## src/dpfr_pkg.sv

```systemverilog
// shared types, codes and constants of the dual-protocol frame receiver
package dpfr_pkg;

    localparam int STORE_BYTES_DEF = 64;
    localparam int BYTE_W          = 8;
    localparam int DATA_W          = 16;
    localparam int LIMIT_W         = 7;
    localparam int CFG_IDX_W       = 3;
    localparam int HEX_PAY_OFS     = 3;
    localparam int HEX_OVERHEAD    = 5;

    typedef enum logic [1:0] {
        KIND_STATUS = 2'd0,
        KIND_HEX    = 2'd1,
        KIND_TEXT   = 2'd2
    } kind_t;

    typedef enum logic [2:0] {
        ST_WAIT     = 3'd0,
        ST_BUSY     = 3'd1,
        ST_HEX_OK   = 3'd2,
        ST_TEXT_OK  = 3'd3,
        ST_HEAD_ERR = 3'd4,
        ST_HEX_ERR  = 3'd5,
        ST_TEXT_ERR = 3'd6
    } status_t;

    typedef enum logic [CFG_IDX_W-1:0] {
        IDX_HEX_START        = 3'd0,
        IDX_HEX_SECOND_START = 3'd1,
        IDX_HEX_TAIL_FIRST   = 3'd2,
        IDX_HEX_TAIL_LAST    = 3'd3,
        IDX_TEXT_START       = 3'd4,
        IDX_TEXT_TAIL_FIRST  = 3'd5,
        IDX_TEXT_TAIL_LAST   = 3'd6,
        IDX_FRAME_LIMIT      = 3'd7
    } cfg_idx_t;

    typedef struct packed {
        logic [BYTE_W-1:0]  hex_start;
        logic [BYTE_W-1:0]  hex_second_start;
        logic [BYTE_W-1:0]  hex_tail_first;
        logic [BYTE_W-1:0]  hex_tail_last;
        logic [BYTE_W-1:0]  text_start;
        logic [BYTE_W-1:0]  text_tail_first;
        logic [BYTE_W-1:0]  text_tail_last;
        logic [LIMIT_W-1:0] frame_limit;
    } cfg_t;

    localparam logic [BYTE_W-1:0]  RST_HEX_START        = 8'hFF;
    localparam logic [BYTE_W-1:0]  RST_HEX_SECOND_START = 8'hAA;
    localparam logic [BYTE_W-1:0]  RST_HEX_TAIL_FIRST   = 8'h55;
    localparam logic [BYTE_W-1:0]  RST_HEX_TAIL_LAST    = 8'hFE;
    localparam logic [BYTE_W-1:0]  RST_TEXT_START       = 8'h40;
    localparam logic [BYTE_W-1:0]  RST_TEXT_TAIL_FIRST  = 8'h24;
    localparam logic [BYTE_W-1:0]  RST_TEXT_TAIL_LAST   = 8'h23;
    localparam logic [LIMIT_W-1:0] RST_FRAME_LIMIT      = 7'd64;

endpackage

```

## src/dual_protocol_frame_receiver.sv

```systemverilog
// top level of the dual-protocol frame receiver
//
// Collects binary frames (start, second start, length, payload, two tail bytes) and text
// frames (start character, payload, two tail characters) in a byte store. An ordinary byte
// gives one status beat: wait, busy, or an error at the frame limit. The final tail byte
// of a frame starts a walk of the store through its single read port: a binary frame gets
// a check step, then reads both bytes of each 16-bit word and emits the word; a text frame
// finds its first tail character, checks the character after it, then reads and emits each
// payload byte. Each frame ends with one status beat; result backpressure stalls the walk.
// No byte is taken while the walk runs. The store needs no clearing after reset.
module dual_protocol_frame_receiver
    import dpfr_pkg::*;
#(
    parameter int STORE_BYTES = STORE_BYTES_DEF
)
(
    input  logic                 clk,
    input  logic                 rst_n,
    input  logic                 cfg_we,
    input  logic [CFG_IDX_W-1:0] cfg_index,
    input  logic [BYTE_W-1:0]    cfg_data,
    input  logic                 rx_valid,
    output logic                 rx_stall,
    input  logic [BYTE_W-1:0]    rx_byte,
    output logic                 res_valid,
    input  logic                 res_stall,
    output logic [1:0]           kind,
    output logic [DATA_W-1:0]    data,
    output logic [2:0]           status,
    output logic                 last
);

    localparam int ADDR_W = $clog2(STORE_BYTES);
    localparam int CNT_W  = $clog2(STORE_BYTES + 1);

    cfg_t              cfg;
    logic              mem_we;
    logic [ADDR_W-1:0] mem_waddr;
    logic [BYTE_W-1:0] mem_wdata;
    logic              mem_re;
    logic [ADDR_W-1:0] mem_raddr;
    logic [BYTE_W-1:0] mem_rdata;

    dpfr_cfg u_cfg (
        .clk       (clk),
        .rst_n     (rst_n),
        .cfg_we    (cfg_we),
        .cfg_index (cfg_index),
        .cfg_data  (cfg_data),
        .cfg       (cfg)
    );

    dpfr_store #(
        .STORE_BYTES (STORE_BYTES),
        .ADDR_W      (ADDR_W)
    ) u_store (
        .clk   (clk),
        .we    (mem_we),
        .waddr (mem_waddr),
        .wdata (mem_wdata),
        .re    (mem_re),
        .raddr (mem_raddr),
        .rdata (mem_rdata)
    );

    dpfr_ctrl #(
        .STORE_BYTES (STORE_BYTES),
        .ADDR_W      (ADDR_W),
        .CNT_W       (CNT_W)
    ) u_ctrl (
        .clk       (clk),
        .rst_n     (rst_n),
        .cfg       (cfg),
        .rx_valid  (rx_valid),
        .rx_stall  (rx_stall),
        .rx_byte   (rx_byte),
        .res_valid (res_valid),
        .res_stall (res_stall),
        .kind      (kind),
        .data      (data),
        .status    (status),
        .last      (last),
        .mem_we    (mem_we),
        .mem_waddr (mem_waddr),
        .mem_wdata (mem_wdata),
        .mem_re    (mem_re),
        .mem_raddr (mem_raddr),
        .mem_rdata (mem_rdata)
    );

endmodule

```

## src/dpfr_cfg.sv

```systemverilog
// configuration register file of the frame receiver
module dpfr_cfg
    import dpfr_pkg::*;
(
    input  logic                 clk,
    input  logic                 rst_n,
    input  logic                 cfg_we,
    input  logic [CFG_IDX_W-1:0] cfg_index,
    input  logic [BYTE_W-1:0]    cfg_data,
    output cfg_t                 cfg
);

    cfg_t cfg_reg;

    always_ff @(posedge clk or negedge rst_n)
    begin
        if (!rst_n)
        begin
            cfg_reg.hex_start        <= RST_HEX_START;
            cfg_reg.hex_second_start <= RST_HEX_SECOND_START;
            cfg_reg.hex_tail_first   <= RST_HEX_TAIL_FIRST;
            cfg_reg.hex_tail_last    <= RST_HEX_TAIL_LAST;
            cfg_reg.text_start       <= RST_TEXT_START;
            cfg_reg.text_tail_first  <= RST_TEXT_TAIL_FIRST;
            cfg_reg.text_tail_last   <= RST_TEXT_TAIL_LAST;
            cfg_reg.frame_limit      <= RST_FRAME_LIMIT;
        end
        else if (cfg_we)
        begin
            unique case (cfg_idx_t'(cfg_index))
                IDX_HEX_START:        cfg_reg.hex_start        <= cfg_data;
                IDX_HEX_SECOND_START: cfg_reg.hex_second_start <= cfg_data;
                IDX_HEX_TAIL_FIRST:   cfg_reg.hex_tail_first   <= cfg_data;
                IDX_HEX_TAIL_LAST:    cfg_reg.hex_tail_last    <= cfg_data;
                IDX_TEXT_START:       cfg_reg.text_start       <= cfg_data;
                IDX_TEXT_TAIL_FIRST:  cfg_reg.text_tail_first  <= cfg_data;
                IDX_TEXT_TAIL_LAST:   cfg_reg.text_tail_last   <= cfg_data;
                IDX_FRAME_LIMIT:      cfg_reg.frame_limit      <= cfg_data[LIMIT_W-1:0];
                default:              cfg_reg                  <= cfg_reg;
            endcase
        end
    end

    assign cfg = cfg_reg;

endmodule

```

## src/dpfr_store.sv

```systemverilog
// frame byte store: one write port, one read port with registered data
module dpfr_store
    import dpfr_pkg::*;
#(
    parameter int STORE_BYTES = STORE_BYTES_DEF,
    parameter int ADDR_W      = $clog2(STORE_BYTES)
)
(
    input  logic              clk,
    input  logic              we,
    input  logic [ADDR_W-1:0] waddr,
    input  logic [BYTE_W-1:0] wdata,
    input  logic              re,
    input  logic [ADDR_W-1:0] raddr,
    output logic [BYTE_W-1:0] rdata
);

    logic [BYTE_W-1:0] mem [STORE_BYTES];
    logic [BYTE_W-1:0] rdata_reg;

    always_ff @(posedge clk)
    begin
        if (we)
        begin
            mem[waddr] <= wdata;
        end
    end

    always_ff @(posedge clk)
    begin
        if (re)
        begin
            rdata_reg <= mem[raddr];
        end
    end

    assign rdata = rdata_reg;

endmodule

```

## src/dpfr_ctrl.sv

```systemverilog
// receive sequencer, frame checks, store walk and result register
module dpfr_ctrl
    import dpfr_pkg::*;
#(
    parameter int STORE_BYTES = STORE_BYTES_DEF,
    parameter int ADDR_W      = $clog2(STORE_BYTES),
    parameter int CNT_W       = $clog2(STORE_BYTES + 1)
)
(
    input  logic              clk,
    input  logic              rst_n,
    input  cfg_t              cfg,
    input  logic              rx_valid,
    output logic              rx_stall,
    input  logic [BYTE_W-1:0] rx_byte,
    output logic              res_valid,
    input  logic              res_stall,
    output logic [1:0]        kind,
    output logic [DATA_W-1:0] data,
    output logic [2:0]        status,
    output logic              last,
    output logic              mem_we,
    output logic [ADDR_W-1:0] mem_waddr,
    output logic [BYTE_W-1:0] mem_wdata,
    output logic              mem_re,
    output logic [ADDR_W-1:0] mem_raddr,
    input  logic [BYTE_W-1:0] mem_rdata
);

    typedef enum logic [12:0] {
        S_IDLE     = 13'h0001,
        S_HEX_RX   = 13'h0002,
        S_TEXT_RX  = 13'h0004,
        S_HEX_CHK  = 13'h0008,
        S_HEX_RDH  = 13'h0010,
        S_HEX_RDL  = 13'h0020,
        S_HEX_EMIT = 13'h0040,
        S_TXT_RD   = 13'h0080,
        S_TXT_CMP  = 13'h0100,
        S_TXT_CMP2 = 13'h0200,
        S_TXT_ERD  = 13'h0400,
        S_TXT_EMIT = 13'h0800,
        S_FIN      = 13'h1000
    } state_t;

    localparam logic [LIMIT_W-1:0] STORE_LIMIT = LIMIT_W'(STORE_BYTES);

    state_t             state_reg, state_next;
    logic [CNT_W-1:0]   count_reg, count_next;
    logic [BYTE_W-1:0]  head0_reg, head0_next;
    logic [BYTE_W-1:0]  head1_reg, head1_next;
    logic [BYTE_W-1:0]  len_reg, len_next;
    logic [BYTE_W-1:0]  prev_reg, prev_next;
    logic [BYTE_W-1:0]  hi_reg, hi_next;
    logic [ADDR_W-1:0]  addr_reg, addr_next;
    logic [ADDR_W-1:0]  end_reg, end_next;
    logic [CNT_W-1:0]   fin_cnt_reg, fin_cnt_next;
    status_t            fin_status_reg, fin_status_next;

    logic               out_valid_reg, out_valid_next;
    kind_t              kind_reg, kind_next;
    logic [DATA_W-1:0]  data_reg, data_next;
    status_t            status_reg, status_next;
    logic               last_reg, last_next;

    logic               out_free;
    logic               rx_open;
    logic               rx_take;
    logic               hex_mode;
    logic [CNT_W-1:0]   cnt_inc;
    logic [LIMIT_W-1:0] limit;
    logic [BYTE_W-1:0]  tail_last_sel;
    logic [ADDR_W-1:0]  addr_step2;
    logic [ADDR_W-1:0]  addr_step1;

    assign out_free      = !out_valid_reg || !res_stall;
    assign rx_open       = (state_reg == S_IDLE) || (state_reg == S_HEX_RX)
                           || (state_reg == S_TEXT_RX);
    assign rx_stall      = !(rx_open && out_free);
    assign rx_take       = rx_valid && !rx_stall;
    assign hex_mode      = (state_reg == S_HEX_RX);
    assign cnt_inc       = count_reg + CNT_W'(1);
    assign limit         = (cfg.frame_limit < STORE_LIMIT) ? cfg.frame_limit : STORE_LIMIT;
    assign tail_last_sel = hex_mode ? cfg.hex_tail_last : cfg.text_tail_last;
    assign addr_step1    = addr_reg + ADDR_W'(1);
    assign addr_step2    = addr_reg + ADDR_W'(2);

    always_comb
    begin
        state_next      = state_reg;
        count_next      = count_reg;
        head0_next      = head0_reg;
        head1_next      = head1_reg;
        len_next        = len_reg;
        prev_next       = prev_reg;
        hi_next         = hi_reg;
        addr_next       = addr_reg;
        end_next        = end_reg;
        fin_cnt_next    = fin_cnt_reg;
        fin_status_next = fin_status_reg;
        out_valid_next  = out_valid_reg && res_stall;
        kind_next       = kind_reg;
        data_next       = data_reg;
        status_next     = status_reg;
        last_next       = last_reg;
        mem_we          = 1'b0;
        mem_waddr       = count_reg[ADDR_W-1:0];
        mem_wdata       = rx_byte;
        mem_re          = 1'b0;
        mem_raddr       = addr_reg;

        unique case (state_reg)
            S_IDLE:
            begin
                if (rx_take)
                begin
                    out_valid_next = 1'b1;
                    kind_next      = KIND_STATUS;
                    data_next      = '0;
                    last_next      = 1'b1;
                    count_next     = '0;
                    if (rx_byte == cfg.hex_start || rx_byte == cfg.text_start)
                    begin
                        mem_we      = 1'b1;
                        mem_waddr   = '0;
                        count_next  = CNT_W'(1);
                        head0_next  = rx_byte;
                        prev_next   = rx_byte;
                        status_next = ST_BUSY;
                        state_next  = (rx_byte == cfg.hex_start) ? S_HEX_RX : S_TEXT_RX;
                    end
                    else
                    begin
                        status_next = ST_WAIT;
                    end
                end
            end
            S_HEX_RX, S_TEXT_RX:
            begin
                if (rx_take)
                begin
                    mem_we     = 1'b1;
                    count_next = cnt_inc;
                    if (count_reg == CNT_W'(1))
                    begin
                        head1_next = rx_byte;
                    end
                    if (count_reg == CNT_W'(2))
                    begin
                        len_next = rx_byte;
                    end
                    if (rx_byte == tail_last_sel)
                    begin
                        if (hex_mode)
                        begin
                            state_next = S_HEX_CHK;
                        end
                        else if (head0_reg != cfg.text_start)
                        begin
                            fin_cnt_next    = '0;
                            fin_status_next = ST_TEXT_ERR;
                            state_next      = S_FIN;
                        end
                        else
                        begin
                            addr_next  = ADDR_W'(1);
                            state_next = S_TXT_RD;
                        end
                    end
                    else
                    begin
                        out_valid_next = 1'b1;
                        kind_next      = KIND_STATUS;
                        data_next      = '0;
                        last_next      = 1'b1;
                        prev_next      = rx_byte;
                        if (LIMIT_W'(cnt_inc) >= limit)
                        begin
                            status_next = hex_mode ? ST_HEX_ERR : ST_TEXT_ERR;
                            state_next  = S_IDLE;
                        end
                        else
                        begin
                            status_next = ST_BUSY;
                        end
                    end
                end
            end
            S_HEX_CHK:
            begin
                fin_cnt_next = '0;
                state_next   = S_FIN;
                if (head0_reg != cfg.hex_start || head1_reg != cfg.hex_second_start)
                begin
                    fin_status_next = ST_HEAD_ERR;
                end
                else if (count_reg < CNT_W'(HEX_OVERHEAD)
                         || (9'(len_reg) + 9'(HEX_OVERHEAD)) != 9'(count_reg)
                         || prev_reg != cfg.hex_tail_first)
                begin
                    fin_status_next = ST_HEX_ERR;
                end
                else
                begin
                    fin_status_next = ST_HEX_OK;
                    fin_cnt_next    = CNT_W'(len_reg[BYTE_W-1:1]);
                    addr_next       = ADDR_W'(HEX_PAY_OFS);
                    end_next        = ADDR_W'(len_reg & 8'hFE) + ADDR_W'(HEX_PAY_OFS);
                    if (len_reg[BYTE_W-1:1] != '0)
                    begin
                        state_next = S_HEX_RDH;
                    end
                end
            end
            S_HEX_RDH:
            begin
                mem_re     = 1'b1;
                state_next = S_HEX_RDL;
            end
            S_HEX_RDL:
            begin
                mem_re     = 1'b1;
                mem_raddr  = addr_step1;
                hi_next    = mem_rdata;
                state_next = S_HEX_EMIT;
            end
            S_HEX_EMIT:
            begin
                if (out_free)
                begin
                    out_valid_next = 1'b1;
                    kind_next      = KIND_HEX;
                    data_next      = {hi_reg, mem_rdata};
                    status_next    = ST_HEX_OK;
                    last_next      = 1'b0;
                    addr_next      = addr_step2;
                    state_next     = (addr_step2 == end_reg) ? S_FIN : S_HEX_RDH;
                end
            end
            S_TXT_RD:
            begin
                mem_re     = 1'b1;
                state_next = S_TXT_CMP;
            end
            S_TXT_CMP:
            begin
                mem_re    = 1'b1;
                mem_raddr = addr_step1;
                if ((CNT_W'(addr_reg) + CNT_W'(1)) == count_reg)
                begin
                    fin_cnt_next    = '0;
                    fin_status_next = ST_TEXT_ERR;
                    state_next      = S_FIN;
                end
                else if (mem_rdata == cfg.text_tail_first)
                begin
                    end_next   = addr_reg;
                    state_next = S_TXT_CMP2;
                end
                else
                begin
                    addr_next = addr_step1;
                end
            end
            S_TXT_CMP2:
            begin
                state_next = S_FIN;
                if (mem_rdata == cfg.text_tail_last)
                begin
                    fin_status_next = ST_TEXT_OK;
                    fin_cnt_next    = CNT_W'(end_reg) - CNT_W'(1);
                    addr_next       = ADDR_W'(1);
                    if (end_reg != ADDR_W'(1))
                    begin
                        state_next = S_TXT_ERD;
                    end
                end
                else
                begin
                    fin_status_next = ST_TEXT_ERR;
                    fin_cnt_next    = '0;
                end
            end
            S_TXT_ERD:
            begin
                mem_re     = 1'b1;
                state_next = S_TXT_EMIT;
            end
            S_TXT_EMIT:
            begin
                if (out_free)
                begin
                    out_valid_next = 1'b1;
                    kind_next      = KIND_TEXT;
                    data_next      = DATA_W'(mem_rdata);
                    status_next    = ST_TEXT_OK;
                    last_next      = 1'b0;
                    addr_next      = addr_step1;
                    state_next     = (addr_step1 == end_reg) ? S_FIN : S_TXT_ERD;
                end
            end
            S_FIN:
            begin
                if (out_free)
                begin
                    out_valid_next = 1'b1;
                    kind_next      = KIND_STATUS;
                    data_next      = DATA_W'(fin_cnt_reg);
                    status_next    = fin_status_reg;
                    last_next      = 1'b1;
                    state_next     = S_IDLE;
                end
            end
            default:
            begin
                state_next = S_IDLE;
            end
        endcase
    end

    always_ff @(posedge clk or negedge rst_n)
    begin
        if (!rst_n)
        begin
            state_reg     <= S_IDLE;
            count_reg     <= '0;
            out_valid_reg <= 1'b0;
        end
        else
        begin
            state_reg     <= state_next;
            count_reg     <= count_next;
            out_valid_reg <= out_valid_next;
        end
    end

    always_ff @(posedge clk)
    begin
        head0_reg      <= head0_next;
        head1_reg      <= head1_next;
        len_reg        <= len_next;
        prev_reg       <= prev_next;
        hi_reg         <= hi_next;
        addr_reg       <= addr_next;
        end_reg        <= end_next;
        fin_cnt_reg    <= fin_cnt_next;
        fin_status_reg <= fin_status_next;
        kind_reg       <= kind_next;
        data_reg       <= data_next;
        status_reg     <= status_next;
        last_reg       <= last_next;
    end

    assign res_valid = out_valid_reg;
    assign kind      = kind_reg;
    assign data      = data_reg;
    assign status    = status_reg;
    assign last      = last_reg;

endmodule

```

## config.mk

```make
export PLATFORM = sky130hd
export DESIGN_NAME = dual_protocol_frame_receiver
export DESIGN_NICKNAME = d
export VERILOG_FILES = /design/src/dpfr_pkg.sv /design/src/dual_protocol_frame_receiver.sv /design/src/dpfr_cfg.sv /design/src/dpfr_store.sv /design/src/dpfr_ctrl.sv
export SDC_FILE = /design/constraint.sdc
export NUM_CORES = 1
export LEC_CHECK = 0
export ABC_AREA = 1
export BUFFER_PORTS_ARGS = -buffer_cell sky130_fd_sc_hd__buf_2
export CELL_PAD_IN_SITES_DETAIL_PLACEMENT = 0
export CELL_PAD_IN_SITES_GLOBAL_PLACEMENT = 1
export CORE_MARGIN = 1.5
export CORE_UTILIZATION = 50
export DETAILED_ROUTE_END_ITERATION = 8
export GPL_ROUTABILITY_DRIVEN = 1
export HOLD_SLACK_MARGIN = 0.06
export PLACE_DENSITY = 0.77
export SLEW_MARGIN = 10
export SYNTH_ARGS = -nofsm -noshare
export SYNTH_HDL_FRONTEND = slang
export SYNTH_SLANG_ARGS = --single-unit
```

## constraint.sdc

```tcl
create_clock -name clk -period 3.7 [get_ports clk]
set_input_delay 0.37 -clock clk [delete_from_list [all_inputs] [get_ports clk]]
set_output_delay 0.37 -clock clk [all_outputs]
set_load 0.03 [all_outputs]
```

==> reports/qor.csv, run 1 <==
stage,metric,value,unit
global_routing,met2_usage,46.07,%
synth,synthesis.nets,3277,
critical_path,start_kind,flip-flop,
route,drc,0,
place,hpwl,59640,µm
global_routing,met3_usage,4.328,%
critical_path,reg2reg_from,u_ctrl.state_reg[7],
worst_hold_path,worstHoldStart,rx_byte[1],
sta,skew,25.66,ps
clock_tree,cts_tree,built,
die,num_rows,92,
clock_tree,post_cts_buffers,0,
route,wl_per_cell,21.40,µm
worst_hold_path,min_to,u_ctrl.head1_reg[1],
synth,synth_top_family_by_area,simple AND/OR/NAND/NOR gates,
route,drt_pre_antenna_iters,6,
clock_tree,cts-root-buf,clkbuf_16,
global_routing,grt_pass1_wl,138400,µm
synth,synth_edf_count,604,
route,drt_iter0_drc,2307,
die,fp.dieH,255.9,µm
synth,syn-cell-area,0.03199,mm²
global_routing,busiest_layer,met2,
sta,min_period_over_period,93.06,%
status,status,finished clean,
synth,netlist_instances,3235,
power,p_leak,15.56,nW
synth,yosys.area_share.adder,0.7041,%
layout,final_cell_count_no_fill,4264,
global_routing,grt_util_met1,37.81,%
critical_path,reg2reg_slack,260,ps
worst_hold_path,hold_depth,1,
global_routing,grt_remaining_overflow,0,
layout,fin_util,57.31,%
critical_path,timing.rr.end,u_store.rdata[3],
clock_tree,path_clk_slew,60,ps
die,core,0.06320,mm²
critical_path,rr_worst_depth,15,
sta,rsz0062_at_grt,false,
synth,yosys_most_used_dff,edfxtp_1,
global_routing,antenna_found_initial,2,
layout,fin_nets,3400,
sta,setup_viol,0,
critical_path,crit_type,flip-flop to flip-flop,
critical_path,crit_path_start,u_ctrl.state_reg[7],
sta,finalHoldViolCount,0,
sta,slew-limit-headroom,26.88,%
layout,largest_reg_flops,512,
layout,drive_above_1_share,10.53,%
layout,area_growth_syn_to_layout,13.23,%
run,maxCapViolCount,0,
global_routing,track_usage,28.06,%
die,io_pins,48,
place,gp_routability_congestion,0.9541,
synth,synth_cell_types,45,
clock_tree,clk_latency,620,ps
route,num_vias,22938,
critical_path,cp_data_arrival_time,3800,ps
clock_tree,ctsHoldBuffers,4,
route,final_antenna_net_count,0,
synth,yosys.area_share.simple,22.28,%
synth,synth.avg_cell_area,9.888,µm²
global_routing,grt_pass1_vias,22335,
power,max-vdd-ir-drop,0.4894,mV
sta,drv_slew,0,
sta,fin_tns_setup,0,ps
place,port_buffers,47,
layout,layout_commonest_cell,nand2_1,
clock_tree,cts_sinks,688,
synth,async_flop_share,12.21,%
power,powerDensity,536.1,mW/mm²
clock_tree,clk_path_buf_depth,3,
clock_tree,numCtsBuffers,74,
sta,fin_crit,3443,ps
synth,muxShareOfSynthArea,0,%
sta,tightest_slew,1096,ps
critical_path,worst_setup_path_end_kind,flip-flop,
critical_path,required,4050,ps
synth,synthXorXnorAreaFrac,2.273,%
clock_tree,h-tree-depth,3,
critical_path,crit_fanout,84,
route,drt_wl_total,91240,µm
sta,max_freq,290.4,MHz
worst_hold_path,hold_class,primary input to flip-flop,
synth,ys_warn_count,0,
synth,synth_seq_cells,688,
route,viasPerCell,5.379,
synth,synth-compound-area-share,2.515,%
die,die_area,0.06550,mm²
layout,fillers,5420,
die,initial_core_util,50.62,%
synth,ys_seq_area_share,63.40,%
power,power,19.42,mW
place,place_inst,4124,
layout,diodes,0,
clock_tree,ctsResizeCount,0,
die,dieWidth,255.9,µm
global_routing,grt_max_degree,85,
layout,final_cell_mix,"759 x nand2_1, 604 x edfxtp_1, 560 x inv_1, 547 x nand3_1, 165 x nor2_1",
==> cell families after synthesis <==
family | Yosys count
AND/OR/NAND/NOR | 1602
buffers and inverters | 702
flip-flops | 688
adder cells (fa/ha/maj) | 18
AO/OA/AOI/OAI | 142
XOR/XNOR | 83
==> critical path, cell delays in order, from the launching register on <==
cell and delay, ps:
dfrtp_1 400, nor2_1 200, nand2_1 220, nor2_4 210, nand2_4 170, nand2_4 230
nand2_2 130, nand2_8 290, buf_12 370, nand2_1 90, nand3_1 90, nand3_1 180
nand3_1 170, nand3_1 90, nand3_1 180, nand2_1 80
==> metrics by stage <==
step                setup slack, ps  hold slack [ps]  cell area [µm²]
floorplan                     852.7            74.41            31990
finish                        256.9            105.4            36220
global route                  91.20            92.70            36220
CTS                           311.4            78.52            36210
detailed placement            318.1            484.7            33750
global placement              368.6            478.7            33750
==> final cells by class <==
cell class                 count  area [µm²]  area share, %
sequential                   688       20280          55.99
multi-input combinational   1845        8944          24.69
inverter                     570        2140          5.907
clock buffer                  99        2082          5.748
timing repair buffer         179        1376          3.800
tap                          846        1059          2.922
clock inverter                37       341.6         0.9431
==> power breakdown <==
group | switching [mW] | total (mW) | internal (mW)
registers | 0.225 | 9.11 | 8.88
logic | 2.07 | 2.88 | 0.818
clock network | 3.04 | 7.42 | 4.38
total | 5.34 | 19.4 | 14.1
==> metal layers <==
metal / wire length (µm) / part of all wire, %
met5: 0 / 0
met2: 43580 / 48
met3: 6160 / 6.8
met4: 3128 / 3.4
met1: 38370 / 42
==> worst max-delay path by stage <==
stage / end / cells after the start
2_1_floorplan: u_store.mem[34][0] / 13
3_3_place_gp: u_store.rdata[3] / 15
3_5_place_dp: u_store.rdata[3] / 15
4_1_cts: u_store.rdata[5] / 15
5_1_grt: u_store.rdata[5] / 15
6_report: u_store.rdata[3] / 15
==> synthesized netlist by cell type (all sizes together) (31+ instances only) <==
master | number | area share (%)
dfrtp | 53 | 4.1
dfstp | 31 | 2.5
nand3 | 553 | 8.7
nand2 | 772 | 9.2
buf | 91 | 1.7
nand3b | 48 | 1.1
inv | 568 | 6.7
nor2 | 173 | 2.2
xor2 | 61 | 1.7
edfxtp | 604 | 57
clkbuf | 41 | 0.48
o21ai | 95 | 1.6
nand4 | 31 | 0.61
Power figures use the tool's default switching activity.
==> run 2, diff against run 1 <==
--- a/config.mk
+++ b/config.mk
@@ -10,12 +10,14 @@
 export CELL_PAD_IN_SITES_DETAIL_PLACEMENT = 0
 export CELL_PAD_IN_SITES_GLOBAL_PLACEMENT = 1
 export CORE_MARGIN = 1.5
-export CORE_UTILIZATION = 50
+export CORE_UTILIZATION = 51
 export DETAILED_ROUTE_END_ITERATION = 8
 export GPL_ROUTABILITY_DRIVEN = 1
+export GPL_TIMING_DRIVEN = 0
 export HOLD_SLACK_MARGIN = 0.06
 export PLACE_DENSITY = 0.77
 export SLEW_MARGIN = 10
 export SYNTH_ARGS = -nofsm -noshare
 export SYNTH_HDL_FRONTEND = slang
+export SYNTH_HIERARCHICAL = 1
 export SYNTH_SLANG_ARGS = --single-unit
==> run 2 against run 1 <==
- die area decreased by 4.8%
- core utilization increased by 3.3 points
- sequential share of layout area decreased by 0.44 points
- sequential power about the same
- maximum frequency decreased by 5.4%
- critical path depth increased by 1
- flip-flop and latch count unchanged
- largest cell class unchanged
==> reports/qor.csv, run 2 <==
stage,metric,value,unit,change
clock_tree,clk_latency,640,ps,+20 ps
sta,max_freq,274.8,MHz,-5.4%
worst_hold_path,hold_class,primary input to flip-flop,,
layout,final_cell_count_no_fill,3997,,-6.3%
critical_path,reg2reg_slack,60,ps,-200 ps
sta,skew,30.15,ps,+4.499 ps
critical_path,worst_setup_path_end_kind,flip-flop,,
critical_path,required,4040,ps,about the same
worst_hold_path,hold_depth,3,,+2
worst_hold_path,min_to,u_cfg/cfg[38],,
status,status,finished clean,,
synth,syn-cell-area,0.03103,mm²,-3.0%
route,num_vias,22705,,-1.0%
critical_path,crit_type,flip-flop to flip-flop,,
clock_tree,cts_tree,built,,
synth,synth_top_cells_by_count,"1042 x nand2_1, 604 x edfxtp_1, 526 x nand3_1",,
die,die_area,0.06233,mm²,-4.8%
layout,drive_above_1_share,16.30,%,+5.8 points
synth,synthTopCellsByArea,"edfxtp_1 58%, nand2_1 13%, nand3_1 8.5%",,
sta,rsz0062_at_grt,true,,
critical_path,start_kind,flip-flop,,
synth,synthesis.nets,3011,,-8.1%
worst_hold_path,worstHoldStart,cfg_data[7],,
place,hpwl,65130,µm,+9.2%
synth,netlist_instances,2969,,-8.2%
route,drt_iter0_drc,2172,,-5.9%
critical_path,crit_fanout,9,,-89%
route,drt_wl_total,94940,µm,+4.1%
power,p_leak,14.30,nW,-8.1%
synth,synth_top_area_cell,edfxtp_1,,
route,drc,0,,unchanged
power,max-vdd-ir-drop,0.4417,mV,-9.7%
layout,layout_commonest_cell,nand2_1,,
global_routing,grt_pass1_wl,137700,µm,-0.52%
route,final_antenna_net_count,0,,unchanged
die,core,0.06025,mm²,-4.7%
global_routing,grt_pass1_vias,21428,,-4.1%
clock_tree,cts-root-buf,clkbuf_16,,
sta,setup_viol,0,,unchanged
sta,min_period_over_period,98.35,%,+5.3 points
synth,yosysMostFrequentCell,nand2_1,,
synth,synth_cell_types,51,,+13%
synth,synth.avg_cell_area,10.45,µm²,+5.7%
global_routing,track_usage,30.34,%,+2.3 points
critical_path,cp_data_arrival_time,3980,ps,+180 ps
place,dpl_worst_slack,-1058,ps,-1376 ps
die,initial_core_util,51.50,%,+0.89 points
clock_tree,h-tree-depth,3,,unchanged
sta,tightest_slew,843.3,ps,-252.3 ps
global_routing,antenna_found_initial,0,,-2
clock_tree,path_clk_slew,60,ps,about the same
clock_tree,clk_path_buf_depth,3,,unchanged
route,drt_pre_antenna_iters,5,,-1
route,wl_per_cell,23.75,µm,+11%
critical_path,timing.rr.end,u_store/mem[57][1],,
global_routing,grt_max_degree,65,,-24%
sta,fin_crit,3639,ps,+196.0 ps
synth,synth_edf_count,604,,unchanged
global_routing,grt_remaining_overflow,0,,unchanged
run,maxCapViolCount,0,,unchanged
clock_tree,numCtsBuffers,73,,-1.4%
die,fp.dieH,249.7,µm,-2.5%
layout,largest_reg_flops,512,,unchanged
place,port_buffers,40,,-15%
sta,finalWorstSetupSlack,60.96,ps,-196.0 ps
die,dieWidth,249.7,µm,-2.5%
die,num_rows,90,,-2.2%
synth,ys_warn_count,6,,+6
place,place_inst,3794,,-8.0%
sta,finalHoldViolCount,0,,unchanged
synth,ys_seq_area_share,65.36,%,+2.0 points
layout,area_growth_syn_to_layout,17.66,%,
route,viasPerCell,5.681,,+5.6%
synth,yosys_most_used_dff,edfxtp_1,,
clock_tree,cts_sinks,688,,unchanged
critical_path,rr_worst_depth,16,,+1
layout,final_cell_mix,"1030 x nand2_1, 604 x edfxtp_1, 520 x nand3_1, 147 x inv_1, 89 x buf_2",,
synth,async_flop_share,12.21,%,unchanged
layout,fin_util,60.60,%,+3.3 points
synth,synth_seq_cells,688,,unchanged
layout,fin_area,0.03651,mm²,+0.79%
die,io_pins,48,,unchanged
place,place_area,0.03228,mm²,-4.4%
sta,slew-limit-headroom,43.78,%,+17 points
power,powerDensity,542.4,mW/mm²,+1.2%
sta,drv_slew,0,,unchanged
place,gp_routability_congestion,0.9468,,-0.77%
layout,diodes,0,,unchanged
critical_path,reg2reg_from,u_ctrl/state_reg[9],,
synth,synth_top_cell_area_share,58.46,%,+1.8 points
layout,fin_nets,3196,,-6.0%
-- run 2: changes by cell type after synthesis, moves of 16 or more --
cell	change
o21ai_0	-54
xor2_1	-16
inv_1	-411
nand3_1	-22
clkbuf_1	-29
buf_6	+25
nand2_1	+283
nor2_1	-25
nand3b_1	-43
-- run 2: how the worst max path moves through the flow --
stage	start	endpoint	slack (ps)	depth (start not counted)
global placement	u_ctrl/state_reg[9]	u_store/mem[48][1]	-1000	15
floorplan	u_ctrl/state_reg[10]	u_store/mem[48][0]	350	15
global route	u_ctrl/state_reg[9]	u_store/mem[17][6]	-20	15
CTS	u_ctrl/state_reg[9]	u_store/mem[37][3]	-190	15
finish	u_ctrl/state_reg[9]	u_store/mem[57][1]	60	16
detailed placement	u_ctrl/state_reg[6]	u_store/mem[52][7]	-1060	13
-- run 2: what timing repair did --
action	CTS	global route
hold endpoints to repair	23	0
setup endpoints to repair	520	526
pin swaps	16	46
buffers inserted	21	45
hold buffers	1	0
gates cloned	0	0
resized for setup	164	36
-- run 2: critical path, stage by stage (launching register included) --
cell and delay [ps]:
dfrtp_1 430, nor2_4 160, nand2_2 110, nor2_8 220, nand2_2 110, o21ai_4 250
inv_4 100, nand2_2 100, nand2_4 70, nor2_8 180, nand2_1 130, nor2_4 250
nor2_2 170, nor3_2 340, nand2_2 320, nor2_4 240, buf_4 170
-- run 2: layout make-up --
class,instances,area (µm²)
fillers,4899,23740
flip-flops and latches,688,20280
multi-input cells,1981,9828
clock buffers,100,2011
plain buffers,140,1060
clock inverters,36,425.4
well taps,782,978.4
inverters,160,605.6
repair buffers,110,1321
-- run 2: cells by family after synthesis --
logic type      share of synthesized area, %
compound gates                         1.379
xor+xnor                               2.089
fa+ha+maj                             0.7259
buf+inv                                5.202
flops                                  65.36
mux                                  0.03226
simple gates                           25.22
-- run 2: power breakdown --
part	internal, mW	switching (mW)
Sequential	8.91	0.194
Combinational	0.884	2.38
Clock	4.39	3.04
-- run 2: per-stage QoR --
stage | TNS [ps] | hold WS, ps | power (mW)
2_1_floorplan | 0 | 74.41 | 11.18
3_3_place_gp | -337650 | 454.0 | 12.24
3_5_place_dp | -380990 | 386.8 | 12.32
4_1_cts | -30560 | 60.75 | 19.82
5_1_grt | -424.5 | 95.55 | 20.48
6_report | 0 | 92.71 | 19.80
-- run 2: routing by layer --
| metal | vias to the layer above | wire length [µm] | global-route usage [%] |
|---|---|---|---|
| li1 | 10474 | - | - |
| met1 | 11155 | 37600 | 38.77 |
| met2 | 863 | 46910 | 51.50 |
| met3 | 213 | 6171 | 4.026 |
| met4 | 0 | 4257 | 14.13 |
| met5 | - | 0 | 0 |
